File: config.mk
export PLATFORM = sky130hd
export DESIGN_NAME = wireless_pad_key_event_generator_unit_flat
export DESIGN_NICKNAME = d
export VERILOG_FILES = /design/src/hdl/wpkeg_pkg.sv /design/src/hdl/wpkeg_poll_if.sv /design/src/hdl/wpkeg_event_if.sv /design/src/hdl/wpkeg_link.sv /design/src/hdl/wpkeg_scan.sv /design/src/hdl/wireless_pad_key_event_generator_unit.sv /design/src/flat_wrapper.sv
export SDC_FILE = /design/constraint.sdc
export NUM_CORES = 1
export LEC_CHECK = 0
export ABC_CLOCK_PERIOD_IN_PS = 3700
export BUFFER_PORTS_ARGS = -buffer_cell sky130_fd_sc_hd__buf_2
export CAP_MARGIN = 25
export CORE_ASPECT_RATIO = 1.4
export CORE_MARGIN = 3
export CORE_UTILIZATION = 50
export CTS_CLUSTER_DIAMETER = 60
export DETAILED_ROUTE_END_ITERATION = 8
export PLACE_DENSITY = 0.72
export SYNTH_ARGS = -nofsm -noshare
export SYNTH_HDL_FRONTEND = slang
export SYNTH_HIERARCHICAL = 1
export SYNTH_SLANG_ARGS = --single-unit
File: constraint.sdc
create_clock -name i_clk -period 3.7 [get_ports i_clk]
set_input_delay 0.555 -clock i_clk [delete_from_list [all_inputs] [get_ports i_clk]]
set_output_delay 0.555 -clock i_clk [all_outputs]
set_load 0.01 [all_outputs]
File: src/hdl/wpkeg_pkg.sv
`timescale 1ns / 1ps

package wpkeg_pkg;

    localparam int unsigned COUNT_WIDTH_DEF = 16;
    localparam int unsigned TIMEOUT_W       = 16;
    localparam int unsigned MARKER_W        = 8;
    localparam int unsigned CFG_DATA_W      = 16;
    localparam int unsigned CFG_IDX_W       = 1;
    localparam int unsigned BTN_W           = 10;
    localparam int unsigned NUM_EV          = 11;
    localparam int unsigned KEY_W           = 4;

    localparam logic [TIMEOUT_W-1:0] TIMEOUT_RST = 16'd334;
    localparam logic [MARKER_W-1:0]  MARKER_RST  = 8'hBF;
    localparam logic [BTN_W-1:0]     CHORD_MASK  = 10'h3C3;

    localparam logic [CFG_IDX_W-1:0] CFG_TIMEOUT = 1'b0;
    localparam logic [CFG_IDX_W-1:0] CFG_MARKER  = 1'b1;

    // button bit of each key in event order A, B, L, R, start, select, up, down, left, right
    localparam logic [3:0] KEY_BIT [BTN_W] = '{
        4'd0, 4'd1, 4'd8, 4'd9, 4'd7, 4'd6, 4'd4, 4'd5, 4'd3, 4'd2
    };

    typedef enum logic [1:0] {
        LINK_UNKNOWN   = 2'd0,
        LINK_SEARCHING = 2'd1,
        LINK_TEN       = 2'd2,
        LINK_EIGHT     = 2'd3
    } t_link;

    typedef enum logic {
        SCAN_IDLE = 1'b0,
        SCAN_RUN  = 1'b1
    } t_scan;

    typedef struct packed {
        logic             en;
        logic [BTN_W-1:0] data;
    } t_apply;

endpackage

File: src/hdl/wpkeg_poll_if.sv
`timescale 1ns / 1ps

interface wpkeg_poll_if;
    logic       valid;
    logic       ready;
    logic       payload_ready;
    logic [7:0] first_byte;
    logic [7:0] second_byte;

    modport source (output valid, output payload_ready, output first_byte,
                    output second_byte, input ready);
    modport sink   (input valid, input payload_ready, input first_byte,
                    input second_byte, output ready);
endinterface

File: src/hdl/wpkeg_event_if.sv
`timescale 1ns / 1ps

interface wpkeg_event_if;
    logic       valid;
    logic       ready;
    logic [3:0] key;
    logic       pressed;
    logic       last;

    modport source (output valid, output key, output pressed, output last, input ready);
    modport sink   (input valid, input key, input pressed, input last, output ready);
endinterface

File: src/hdl/wpkeg_link.sv
`timescale 1ns / 1ps

module wpkeg_link
    import wpkeg_pkg::*;
#(
    parameter int unsigned COUNT_WIDTH = COUNT_WIDTH_DEF
) (
    input  logic                  i_clk,
    input  logic                  i_rst_n,
    input  logic                  i_cfg_we,
    input  logic [CFG_IDX_W-1:0]  i_cfg_idx,
    input  logic [CFG_DATA_W-1:0] i_cfg_data,
    input  logic                  i_accept,
    input  logic                  i_payload_ready,
    input  logic [7:0]            i_first_byte,
    input  logic [7:0]            i_second_byte,
    output t_apply                o_apply
);

    localparam int unsigned CMP_W = (COUNT_WIDTH > TIMEOUT_W) ? COUNT_WIDTH : TIMEOUT_W;

    logic [TIMEOUT_W-1:0]   r_timeout;
    logic [MARKER_W-1:0]    r_marker;
    t_link                  r_link, n_link;
    logic [COUNT_WIDTH-1:0] r_idle, n_idle;

    logic [COUNT_WIDTH-1:0] idle_mid;
    logic                   rdy;
    logic                   lost;

    always_ff @(posedge i_clk) begin
        if (!i_rst_n) begin
            r_timeout <= TIMEOUT_RST;
            r_marker  <= MARKER_RST;
        end else if (i_cfg_we) begin
            unique case (i_cfg_idx)
                CFG_TIMEOUT: r_timeout <= i_cfg_data[TIMEOUT_W-1:0];
                CFG_MARKER:  r_marker  <= i_cfg_data[MARKER_W-1:0];
                default: ;
            endcase
        end
    end

    always_ff @(posedge i_clk) begin
        if (!i_rst_n) begin
            r_link <= LINK_UNKNOWN;
            r_idle <= '0;
        end else if (i_accept) begin
            r_link <= n_link;
            r_idle <= n_idle;
        end
    end

    always_comb begin
        n_link   = (r_link == LINK_UNKNOWN) ? LINK_SEARCHING : r_link;
        idle_mid = r_idle;
        rdy      = i_payload_ready;
        o_apply  = '{en: 1'b0, data: '0};
        lost     = 1'b0;

        if (n_link == LINK_SEARCHING && rdy) begin
            idle_mid = '0;
            n_link   = (i_second_byte == r_marker) ? LINK_EIGHT : LINK_TEN;
            rdy      = 1'b0;
        end

        if (n_link == LINK_TEN || n_link == LINK_EIGHT) begin
            lost = CMP_W'(idle_mid) >= CMP_W'(r_timeout);
            if (lost) begin
                n_link = LINK_UNKNOWN;
            end else if (rdy) begin
                idle_mid   = '0;
                o_apply.en = 1'b1;
                if (n_link == LINK_TEN) begin
                    o_apply.data = {i_first_byte[1:0], i_second_byte};
                end else begin
                    o_apply.data = {2'b00, i_first_byte};
                end
            end
        end else begin
            o_apply.en = 1'b1;
        end

        n_idle = (idle_mid != '1) ? idle_mid + 1'b1 : idle_mid;
    end

endmodule

File: src/hdl/wpkeg_scan.sv
`timescale 1ns / 1ps

module wpkeg_scan
    import wpkeg_pkg::*;
(
    input  logic          i_clk,
    input  logic          i_rst_n,
    input  logic          i_load,
    input  t_apply        i_apply,
    output logic          o_busy,
    wpkeg_event_if.source o_event
);

    t_scan             r_state, n_state;
    logic [BTN_W-1:0]  r_bits;
    logic [NUM_EV-1:0] r_pend, n_pend;
    logic [NUM_EV-1:0] r_press;
    logic [KEY_W-1:0]  r_idx, n_idx;
    logic              r_ov, n_ov;
    logic [KEY_W-1:0]  r_key;
    logic              r_pressed;
    logic              r_last;

    logic [BTN_W-1:0]  diff;
    logic [NUM_EV-1:0] ld_pend;
    logic [NUM_EV-1:0] ld_press;
    logic              chord_new;
    logic              chord_old;
    logic              emit;
    logic              is_last;
    logic [NUM_EV-1:0] rest;

    always_comb begin
        diff      = i_apply.data ^ r_bits;
        chord_new = (i_apply.data & CHORD_MASK) == CHORD_MASK;
        chord_old = (r_bits & CHORD_MASK) == CHORD_MASK;
        ld_pend[0]  = chord_new ^ chord_old;
        ld_press[0] = chord_new;
        for (int k = 0; k < BTN_W; k++) begin
            ld_pend[k+1]  = diff[KEY_BIT[k]];
            ld_press[k+1] = i_apply.data[KEY_BIT[k]];
        end
    end

    always_ff @(posedge i_clk) begin
        if (!i_rst_n) begin
            r_state <= SCAN_IDLE;
            r_bits  <= '0;
            r_pend  <= '0;
            r_idx   <= '0;
            r_ov    <= 1'b0;
        end else begin
            r_state <= n_state;
            r_pend  <= n_pend;
            r_idx   <= n_idx;
            r_ov    <= n_ov;
            if (i_load && i_apply.en) begin
                r_bits <= i_apply.data;
            end
        end
    end

    always_ff @(posedge i_clk) begin
        if (i_load) begin
            r_press <= ld_press;
        end
        if (emit) begin
            r_key     <= r_idx;
            r_pressed <= r_press[r_idx];
            r_last    <= is_last;
        end
    end

    always_comb begin
        n_state = r_state;
        n_pend  = r_pend;
        n_idx   = r_idx;
        n_ov    = r_ov && !o_event.ready;
        emit    = 1'b0;
        rest    = r_pend;
        rest[r_idx] = 1'b0;
        is_last = (rest == '0);

        unique case (r_state)
            SCAN_IDLE: begin
                if (i_load && i_apply.en) begin
                    n_pend = ld_pend;
                    n_idx  = '0;
                    if (ld_pend != '0) begin
                        n_state = SCAN_RUN;
                    end
                end
            end
            SCAN_RUN: begin
                if (r_pend[r_idx]) begin
                    if (!r_ov || o_event.ready) begin
                        emit   = 1'b1;
                        n_ov   = 1'b1;
                        n_pend = rest;
                        n_idx  = r_idx + 1'b1;
                        if (is_last) begin
                            n_state = SCAN_IDLE;
                        end
                    end
                end else begin
                    n_idx = r_idx + 1'b1;
                end
            end
            default: n_state = SCAN_IDLE;
        endcase
    end

    assign o_busy          = (r_state != SCAN_IDLE);
    assign o_event.valid   = r_ov;
    assign o_event.key     = r_key;
    assign o_event.pressed = r_pressed;
    assign o_event.last    = r_last;

endmodule

File: src/hdl/wireless_pad_key_event_generator_unit.sv
`timescale 1ns / 1ps

// Wireless pad key event generator. Each poll beat on i_poll steps the link
// state machine and the idle poll counter; when button data applies, a small
// sequencer walks the eleven events (escape, then A, B, L, R, start, select,
// up, down, left, right) one per cycle while o_event does not stall, and sends
// a beat on o_event for each one that changed, the final one flagged last.
// i_poll is not ready while the walk runs. The registered output lets the next
// poll be taken while the final event still waits. Configuration writes land
// at once and are to be made while idle; the block does not enforce this.

module wireless_pad_key_event_generator_unit
    import wpkeg_pkg::*;
#(
    parameter int unsigned COUNT_WIDTH = COUNT_WIDTH_DEF
) (
    input  logic                  i_clk,
    input  logic                  i_rst_n,
    input  logic                  i_cfg_we,
    input  logic [CFG_IDX_W-1:0]  i_cfg_idx,
    input  logic [CFG_DATA_W-1:0] i_cfg_data,
    wpkeg_poll_if.sink            i_poll,
    wpkeg_event_if.source         o_event
);

    logic   accept;
    logic   busy;
    t_apply apply;

    assign i_poll.ready = !busy;
    assign accept       = i_poll.valid && !busy;

    wpkeg_link #(
        .COUNT_WIDTH (COUNT_WIDTH)
    ) u_link (
        .i_clk           (i_clk),
        .i_rst_n         (i_rst_n),
        .i_cfg_we        (i_cfg_we),
        .i_cfg_idx       (i_cfg_idx),
        .i_cfg_data      (i_cfg_data),
        .i_accept        (accept),
        .i_payload_ready (i_poll.payload_ready),
        .i_first_byte    (i_poll.first_byte),
        .i_second_byte   (i_poll.second_byte),
        .o_apply         (apply)
    );

    wpkeg_scan u_scan (
        .i_clk   (i_clk),
        .i_rst_n (i_rst_n),
        .i_load  (accept),
        .i_apply (apply),
        .o_busy  (busy),
        .o_event (o_event)
    );

endmodule

File: src/flat_wrapper.sv
// flat-port wrapper written by rule: the top's interface ports become plain ports
module wireless_pad_key_event_generator_unit_flat import wpkeg_pkg::*;
#(
    parameter int unsigned COUNT_WIDTH = COUNT_WIDTH_DEF
)
  (i_clk, i_rst_n, i_cfg_we, i_cfg_idx, i_cfg_data, i_poll_valid, i_poll_payload_ready, i_poll_first_byte, i_poll_second_byte, i_poll_ready, o_event_valid, o_event_key, o_event_pressed, o_event_last, o_event_ready);
  wpkeg_poll_if i_poll_i ();
  wpkeg_event_if o_event_i ();
  input  logic i_clk;
  input  logic i_rst_n;
  input  logic i_cfg_we;
  input  logic [CFG_IDX_W-1:0] i_cfg_idx;
  input  logic [CFG_DATA_W-1:0] i_cfg_data;
  input wire logic [$bits(i_poll_i.valid)-1:0] i_poll_valid;
  input wire logic [$bits(i_poll_i.payload_ready)-1:0] i_poll_payload_ready;
  input wire logic [$bits(i_poll_i.first_byte)-1:0] i_poll_first_byte;
  input wire logic [$bits(i_poll_i.second_byte)-1:0] i_poll_second_byte;
  output wire logic [$bits(i_poll_i.ready)-1:0] i_poll_ready;
  output wire logic [$bits(o_event_i.valid)-1:0] o_event_valid;
  output wire logic [$bits(o_event_i.key)-1:0] o_event_key;
  output wire logic [$bits(o_event_i.pressed)-1:0] o_event_pressed;
  output wire logic [$bits(o_event_i.last)-1:0] o_event_last;
  input wire logic [$bits(o_event_i.ready)-1:0] o_event_ready;
  assign i_poll_i.valid = i_poll_valid;
  assign i_poll_i.payload_ready = i_poll_payload_ready;
  assign i_poll_i.first_byte = i_poll_first_byte;
  assign i_poll_i.second_byte = i_poll_second_byte;
  assign i_poll_ready = i_poll_i.ready;
  assign o_event_valid = o_event_i.valid;
  assign o_event_key = o_event_i.key;
  assign o_event_pressed = o_event_i.pressed;
  assign o_event_last = o_event_i.last;
  assign o_event_i.ready = o_event_ready;
  wireless_pad_key_event_generator_unit #(.COUNT_WIDTH(COUNT_WIDTH)) u_core (.i_clk(i_clk), .i_rst_n(i_rst_n), .i_cfg_we(i_cfg_we), .i_cfg_idx(i_cfg_idx), .i_cfg_data(i_cfg_data), .i_poll(i_poll_i), .o_event(o_event_i));
endmodule
-- After elaboration in Yosys (flattened, before gate mapping)
Index checks and enable logic that the tools add are counted.
- logic and storage cells: 94
- input bits: 39
- bits in registers: 86
- output and inout bits: 8
- equal/unequal tests: 11
- mux-type cells: 42
- bitwise logic cells: 6
- reductions and logical operators: 17
- add/subtract/negate cells: 2
- $lt $le $gt $ge: 3
- operators by type and width (kind ; count):
    $mux 16 ; 5
    $mux 11 ; 5
    $pmux 11 s2 ; 1
    $mux 10 ; 2
    $mux 1 ; 17
    $add 16x1->16 const B ; 1
    $ge 16x16->1 ; 1
    $ne 16x16->1 const B ; 1
    $eq 6x6->1 const B ; 2
    $mux 4 ; 3
    $and 11x11->11 ; 1
    $logic_not 11->1 ; 1
    $not 11->11 ; 1
    $reduce_bool 11->1 ; 1
    $xor 10x10->10 ; 1
    $bmux 1 s4 ; 2
    $eq 8x8->1 ; 1
    $mux 2 ; 4
    $pmux 4 s2 ; 1
    $reduce_and 2->1 ; 3
    $logic_and 1x1->1 ; 5
    $lt 4x5->1 const B ; 1
    $add 4x1->4 const B ; 1
    $demux 1 s4 ; 1
    other kinds (13) ; 19

-- Depth between registers and ports, before layout
- word-level depth: 16
- depth in mapped cells: 16
- gate-level depth less buffers: 15

-- By module
The synthesis kept the hierarchy.
- by module, submodules not included (module ; seq. area each (µm²) ; area an instance (µm²) ; instances ; cells an instance):
    wpkeg_link ; 840.8 ; 2565.0 ; 1 ; 326
    wpkeg_scan ; 1051.0 ; 2222.1 ; 1 ; 229
    wireless_pad_key_event_generator_unit ; 0.0 ; 10.0 ; 1 ; 2

-- Worst setup path after synthesis
OpenSTA, ideal clock, no wires.
- path type: in2reg
- from: in i_poll_payload_ready
- to: reg u_core.u_link.r_idle[15]
- setup time: 0.070 ns
- required time: 3.630 ns
- stages: 16
- arrival time: 3.782 ns
- slack: -0.152 ns
- path buffers: 1
- cell sequence: nand2b_1 > clkbuf_1 > and2_1 > ha_1 > nand4_1 > nor3_1 > nor4_2 > a41oi_2 > and2_1 > ha_1 > and4_1 > nand4_1 > and2_1 > nand4_1 > or4b_1 > a21boi_1
- word-level cells in the longest chain between the ends: 7
- elaborated cells between the ends (all ways): 14
- those cells by class: 1 x add/sub; 1 x order compare; 3 x eq/ne; 7 x mux; 2 x reduce/logical
- ends and longest elaborated chain (element ; line ; RTL):
    from (decl) ; flat_wrapper.sv:15 ; input wire logic [$bits(i_poll_i.payload_ready)-1:0] i_poll_payload_ready;
    $logic_and 1x1->1 ; wpkeg_link.sv:61 ; if (n_link == LINK_SEARCHING && rdy) begin
    $mux 16, or another cell as far along ; wpkeg_link.sv:61 ;
    $ge 16x16->1, or another cell as far along ; wpkeg_link.sv:68 ; lost = CMP_W'(idle_mid) >= CMP_W'(r_timeout);
    $mux 16 / $logic_or 1x1->1 (equally long branches) ; wpkeg_link.sv:69, wpkeg_link.sv:67 ;
    $mux 16 * ; wpkeg_link.sv:67 ; if (n_link == LINK_TEN || n_link == LINK_EIGHT) begin
    $add 16x1->16 / $ne 16x16->1 (equally long branches) ; wpkeg_link.sv:84 ; n_idle = (idle_mid != '1) ? idle_mid + 1'b1 : idle_mid;
    $mux 16 * ; wpkeg_link.sv:84 ;
    to (signal assigned) ; wpkeg_link.sv:50 ; r_idle <= n_idle;
    to (decl) ; wpkeg_link.sv:25 ; logic [COUNT_WIDTH-1:0] r_idle, n_idle;
Every way passes the cells marked *; elsewhere a longest branch is shown, timed or not.
A chain may end at the register's enable or synchronous reset.

-- Worst setup path after layout
- from: reg u_core.u_link.r_link[1]
- to: reg u_core.u_link.r_idle[15]
- word-level cells in the longest chain between the ends: 10
- elaborated cells between the ends (all ways): 17
- those cells by class: 1 x add/sub; 1 x order compare; 4 x eq/ne; 8 x mux; 3 x reduce/logical
- ends and longest elaborated chain (element ; line ; RTL):
    from (decl) ; wpkeg_link.sv:24 ; t_link r_link, n_link;
    from (signal assigned) ; wpkeg_link.sv:49 ; r_link <= n_link;
    $logic_not 2->1 ; wpkeg_link.sv:55 ; n_link = (r_link == LINK_UNKNOWN) ? LINK_SEARCHING : r_link;
    $mux 2 * ; wpkeg_link.sv:55 ;
    $eq 2x1->1 ; wpkeg_link.sv:61 ;
    $logic_and 1x1->1 ; wpkeg_link.sv:61 ;
    $mux 16, or another cell as far along ; wpkeg_link.sv:61 ;
    $ge 16x16->1, or another cell as far along ; wpkeg_link.sv:68 ;
    $mux 16 / $logic_or 1x1->1 (equally long branches) ; wpkeg_link.sv:69, wpkeg_link.sv:67 ;
    $mux 16 * ; wpkeg_link.sv:67 ;
    $add 16x1->16 / $ne 16x16->1 (equally long branches) ; wpkeg_link.sv:84 ;
    $mux 16 * ; wpkeg_link.sv:84 ;
Marked as above.

==> impl_metrics.py <==
metrics = {
    "run_status": {
        "status": "finished, final reports clean",
    },
    "yosys": {
        "synth_most_common_cell": "nand2_1",
        "ys_ff_latch": 86,
        "async_flop_share_pct": 0,
        "synth-xor-area-share_pct": 5.11,
        "synth_commonest_cells": "99 x nand2_1, 69 x dfxtp_1, 37 x nor2_1",
        "synth_edf_count": 17,
        "synth_compound_area_share_pct": 15.7,
        "synth-seq-area-share_pct": 39.4,
        "synth_top_cell_by_area": "dfxtp_1",
        "synthSimpleGateAreaFrac_pct": 24.4,
        "ys_warn_count": 6,
        "avgSynthCellArea_um2": 8.61,
        "syn_inst": 557,
        "muxShareOfSynthArea_pct": 5.19,
        "synthTopCellsByArea": "dfxtp_1 29%, edfxtp_1 11%, nand2_1 7.7%",
        "synth_ff_type": "dfxtp_1",
        "synth_fp_nets": 619,
        "yosys.area.top_type_share_pct": 28.8,
        "ys_types": 57,
        "synth_top_family_by_area": "simple AND/OR/NAND/NOR gates",
        "synthAdderAreaFrac_pct": 6.00,
        "syn-cell-area_mm2": 0.00480,
    },
    "placement": {
        "gp_congestion": 0.914,
        "numPortBuffers": 46,
        "place_inst": 709,
        "placed_area_mm2": 0.00525,
        "hpwl_um": 8680,
    },
    "sta": {
        "min_period_over_period_pct": 92.8,
        "period_minus_slack_ps": 3430,
        "clock_skew_ps": 6.79,
        "hold_viol_final": 0,
        "finalSetupViolations": 0,
        "slew_headroom_pct": 49.6,
        "clock.fmax_mhz": 291,
        "worst_pin_slew_ps": 755,
        "tns_ps": 0,
        "drv_slew": 0,
    },
    "detailed_routing": {
        "wl_per_cell_um": 16.1,
        "drt-initial-drc-count": 152,
        "drc_errors": 0,
        "vias": 4223,
        "postRouteAntennaNets": 0,
        "viasPerCell": 5.82,
        "routed_wl_um": 11700,
        "drt_first_pass_iters": 4,
    },
    "floorplan": {
        "core_area_mm2": 0.00918,
        "start_util_pct": 52.2,
        "die_area_mm2": 0.0108,
        "io_pins": 47,
        "die_w_um": 88.8,
        "die_y_um": 122,
        "core.rowCount": 41,
    },
    "power_and_ir_drop": {
        "leakagePower_uw": 0.00227,
        "p_comb_share_pct": 11.3,
        "pwr-share-seq_pct": 46.1,
        "cellPowerDensity_mw_per_mm2": 393,
        "p_int_uw": 1660,
        "irDropWorstVdd_v": 0.000236,
        "finalPower_uw": 2190,
        "switchingPower_uw": 537,
        "power.share.switching_pct": 24.5,
        "pwr-share-clk_pct": 42.6,
    },
    "job": {
        "drv_cap": 0,
    },
    "worst_setup_path": {
        "crit_slowest_cell": "or4b_1",
        "path_common_cell": "nand4_1",
        "worstSetupPathType": "reg2reg",
        "cp_top_family": "simple AND/OR/NAND/NOR gates",
        "cp-end-kind": "register",
        "crit_fanout": 16,
        "critPathLaunchType": "register",
        "path_cells": "nand2b_4, and2_1, ha_1, nand4_1, nor3_2, nor4_4, nand3_1, o21a_1, ha_1, and4_1, nand4_1, and2_4, nand4_1, or4b_1, a21boi_1",
        "worst-path-buf-inv": 0,
        "required_ps": 3970,
        "max_stage_delay_ps": 470,
        "arrival_ps": 3700,
    },
    "layout": {
        "fin_area_mm2": 0.00558,
        "antennaDiodeCount": 0,
        "final_nets": 676,
        "drive_gt1_share_pct": 16.3,
        "seqCellArea_mm2": 0.00189,
        "fillers": 817,
        "area_delta_synth_final_pct": 16.4,
        "postLayoutCoreUtil_pct": 60.8,
        "layout.cells.non_filler": 726,
        "multiInputGateArea_mm2": 0.00273,
    },
    "global_route": {
        "overflow": 0,
        "grt.total_usage_pct": 23.0,
        "grt_max_degree": 34,
        "grt_pass1_vias": 4221,
        "grt_pass1_wl_um": 19400,
        "antenna_found_initial": 0,
    },
    "clock_tree": {
        "cts_tree": "done",
        "cts_root_buf": "clkbuf_16",
        "clk_pin_slew_ps": 60,
        "cts.sinks": 86,
        "clock_path_buffers": 2,
        "cts_buffers": 9,
        "insertion_delay_ps": 340,
        "h-tree-depth": 3,
    },
    "min_path": {
        "hp-class": "in2reg",
    },
}
[power by group through the flow]
| stage | clock, uW | combinational (uW) | sequential, uW |
|---|---|---|---|
| 6_report | 934 | 247 | 1010 |
| 5_1_grt | 999 | 274 | 1010 |
| 4_1_cts | 958 | 245 | 1010 |
| 3_5_place_dp | 0 | 243 | 1030 |
| 3_3_place_gp | 0 | 236 | 1030 |
| 2_1_floorplan | 0 | 163 | 1020 |
[state kept, by name (all words and copies together), names as in the netlist]
signal	cells
u_core/u_scan/o_event.valid	1
u_core/u_scan/r_press	11
u_core/u_link/r_idle	16
u_core/u_link/r_link	2
u_core/u_scan/r_bits	10
u_core/u_link/r_marker	8
u_core/u_scan/o_busy	1
u_core/u_link/r_timeout	16
u_core/u_scan/r_pend	11
u_core/u_scan/r_idx	4
u_core/u_scan/o_event.pressed	1
u_core/u_scan/o_event.key	4
u_core/u_scan/o_event.last	1
[final cells by class]
type	instances	area share (%)
Multi-Input combinational cell	421	49.0
Sequential cell	86	33.9
Timing Repair Buffer	70	7.35
Clock buffer	10	4.48
Tap cell	107	2.40
Inverter	26	1.75
Clock inverter	6	1.17
[stage by stage]
step | hold slack, ps | worst slack (ps)
2_1_floorplan | 444 | 39.0
3_3_place_gp | 454 | 96.2
3_5_place_dp | 459 | -17.9
4_1_cts | 436 | 197
5_1_grt | 455 | -14.9
6_report | 450 | 265
[routing by layer]
metal  wire (um)  track usage (%)  vias up
met5           0                0        -
met4         603             15.1        0
met3         547             3.86       50
met2        6280             41.0      150
met1        4300             23.9     1936
li1            -                -     2087
[final timing paths]
path / from / to / slack (ps) / depth (start not counted)
min reg2reg: u_core/u_link/r_timeout[10] / u_core/u_link/r_timeout[10] / 460 / 2
max reg2reg: u_core/u_link/r_link[1] / u_core/u_link/r_idle[15] / 270 / 15
min: i_cfg_data[4] / u_core/u_link/r_marker[4] / 450 / 3
max: u_core/u_link/r_link[1] / u_core/u_link/r_idle[15] / 270 / 15
[tightest hold or removal path, cell delays in order]
cell     delay (ps)
buf_2            90
nand2_1          40
nand3_1          60
[cells by family after synthesis]
kind of cell | count (synthesis)
compound gates | 109
xor+xnor | 28
fa+ha+maj | 23
buf+inv | 50
flops | 86
mux | 21
simple gates | 240
[what timing repair did]
item	4_1_cts	5_1_grt
endpoints found under the setup margin	0	3
resized for setup	0	1
hold buffers	0	0
buffers inserted	0	1
[cell usage in the layout, fill, tap and decap left out, drive strengths merged, types with 2 or more instances in the layout]
cell type	count
a41oi	2
and4	6
nand3b	2
and3	5
mux4	3
o21ai	20
a311oi	2
o22ai	14
xor2	15
nor4	4
nand2b	8
nand3	25
o21a	2
nand4	15
a21oi	21
clkbuf	10
a32oi	7
inv	28
and2	24
xnor2	13
dfxtp	69
nand2	99
buf	70
edfxtp	17
nor2b	6
ha	23
nor3	2
a21boi	15
a22oi	3
clkinv	3
nor2	37
o211ai	8
or3b	2
mux2i	17
a31oi	5
No activity file was read; power rests on OpenSTA's default activity.
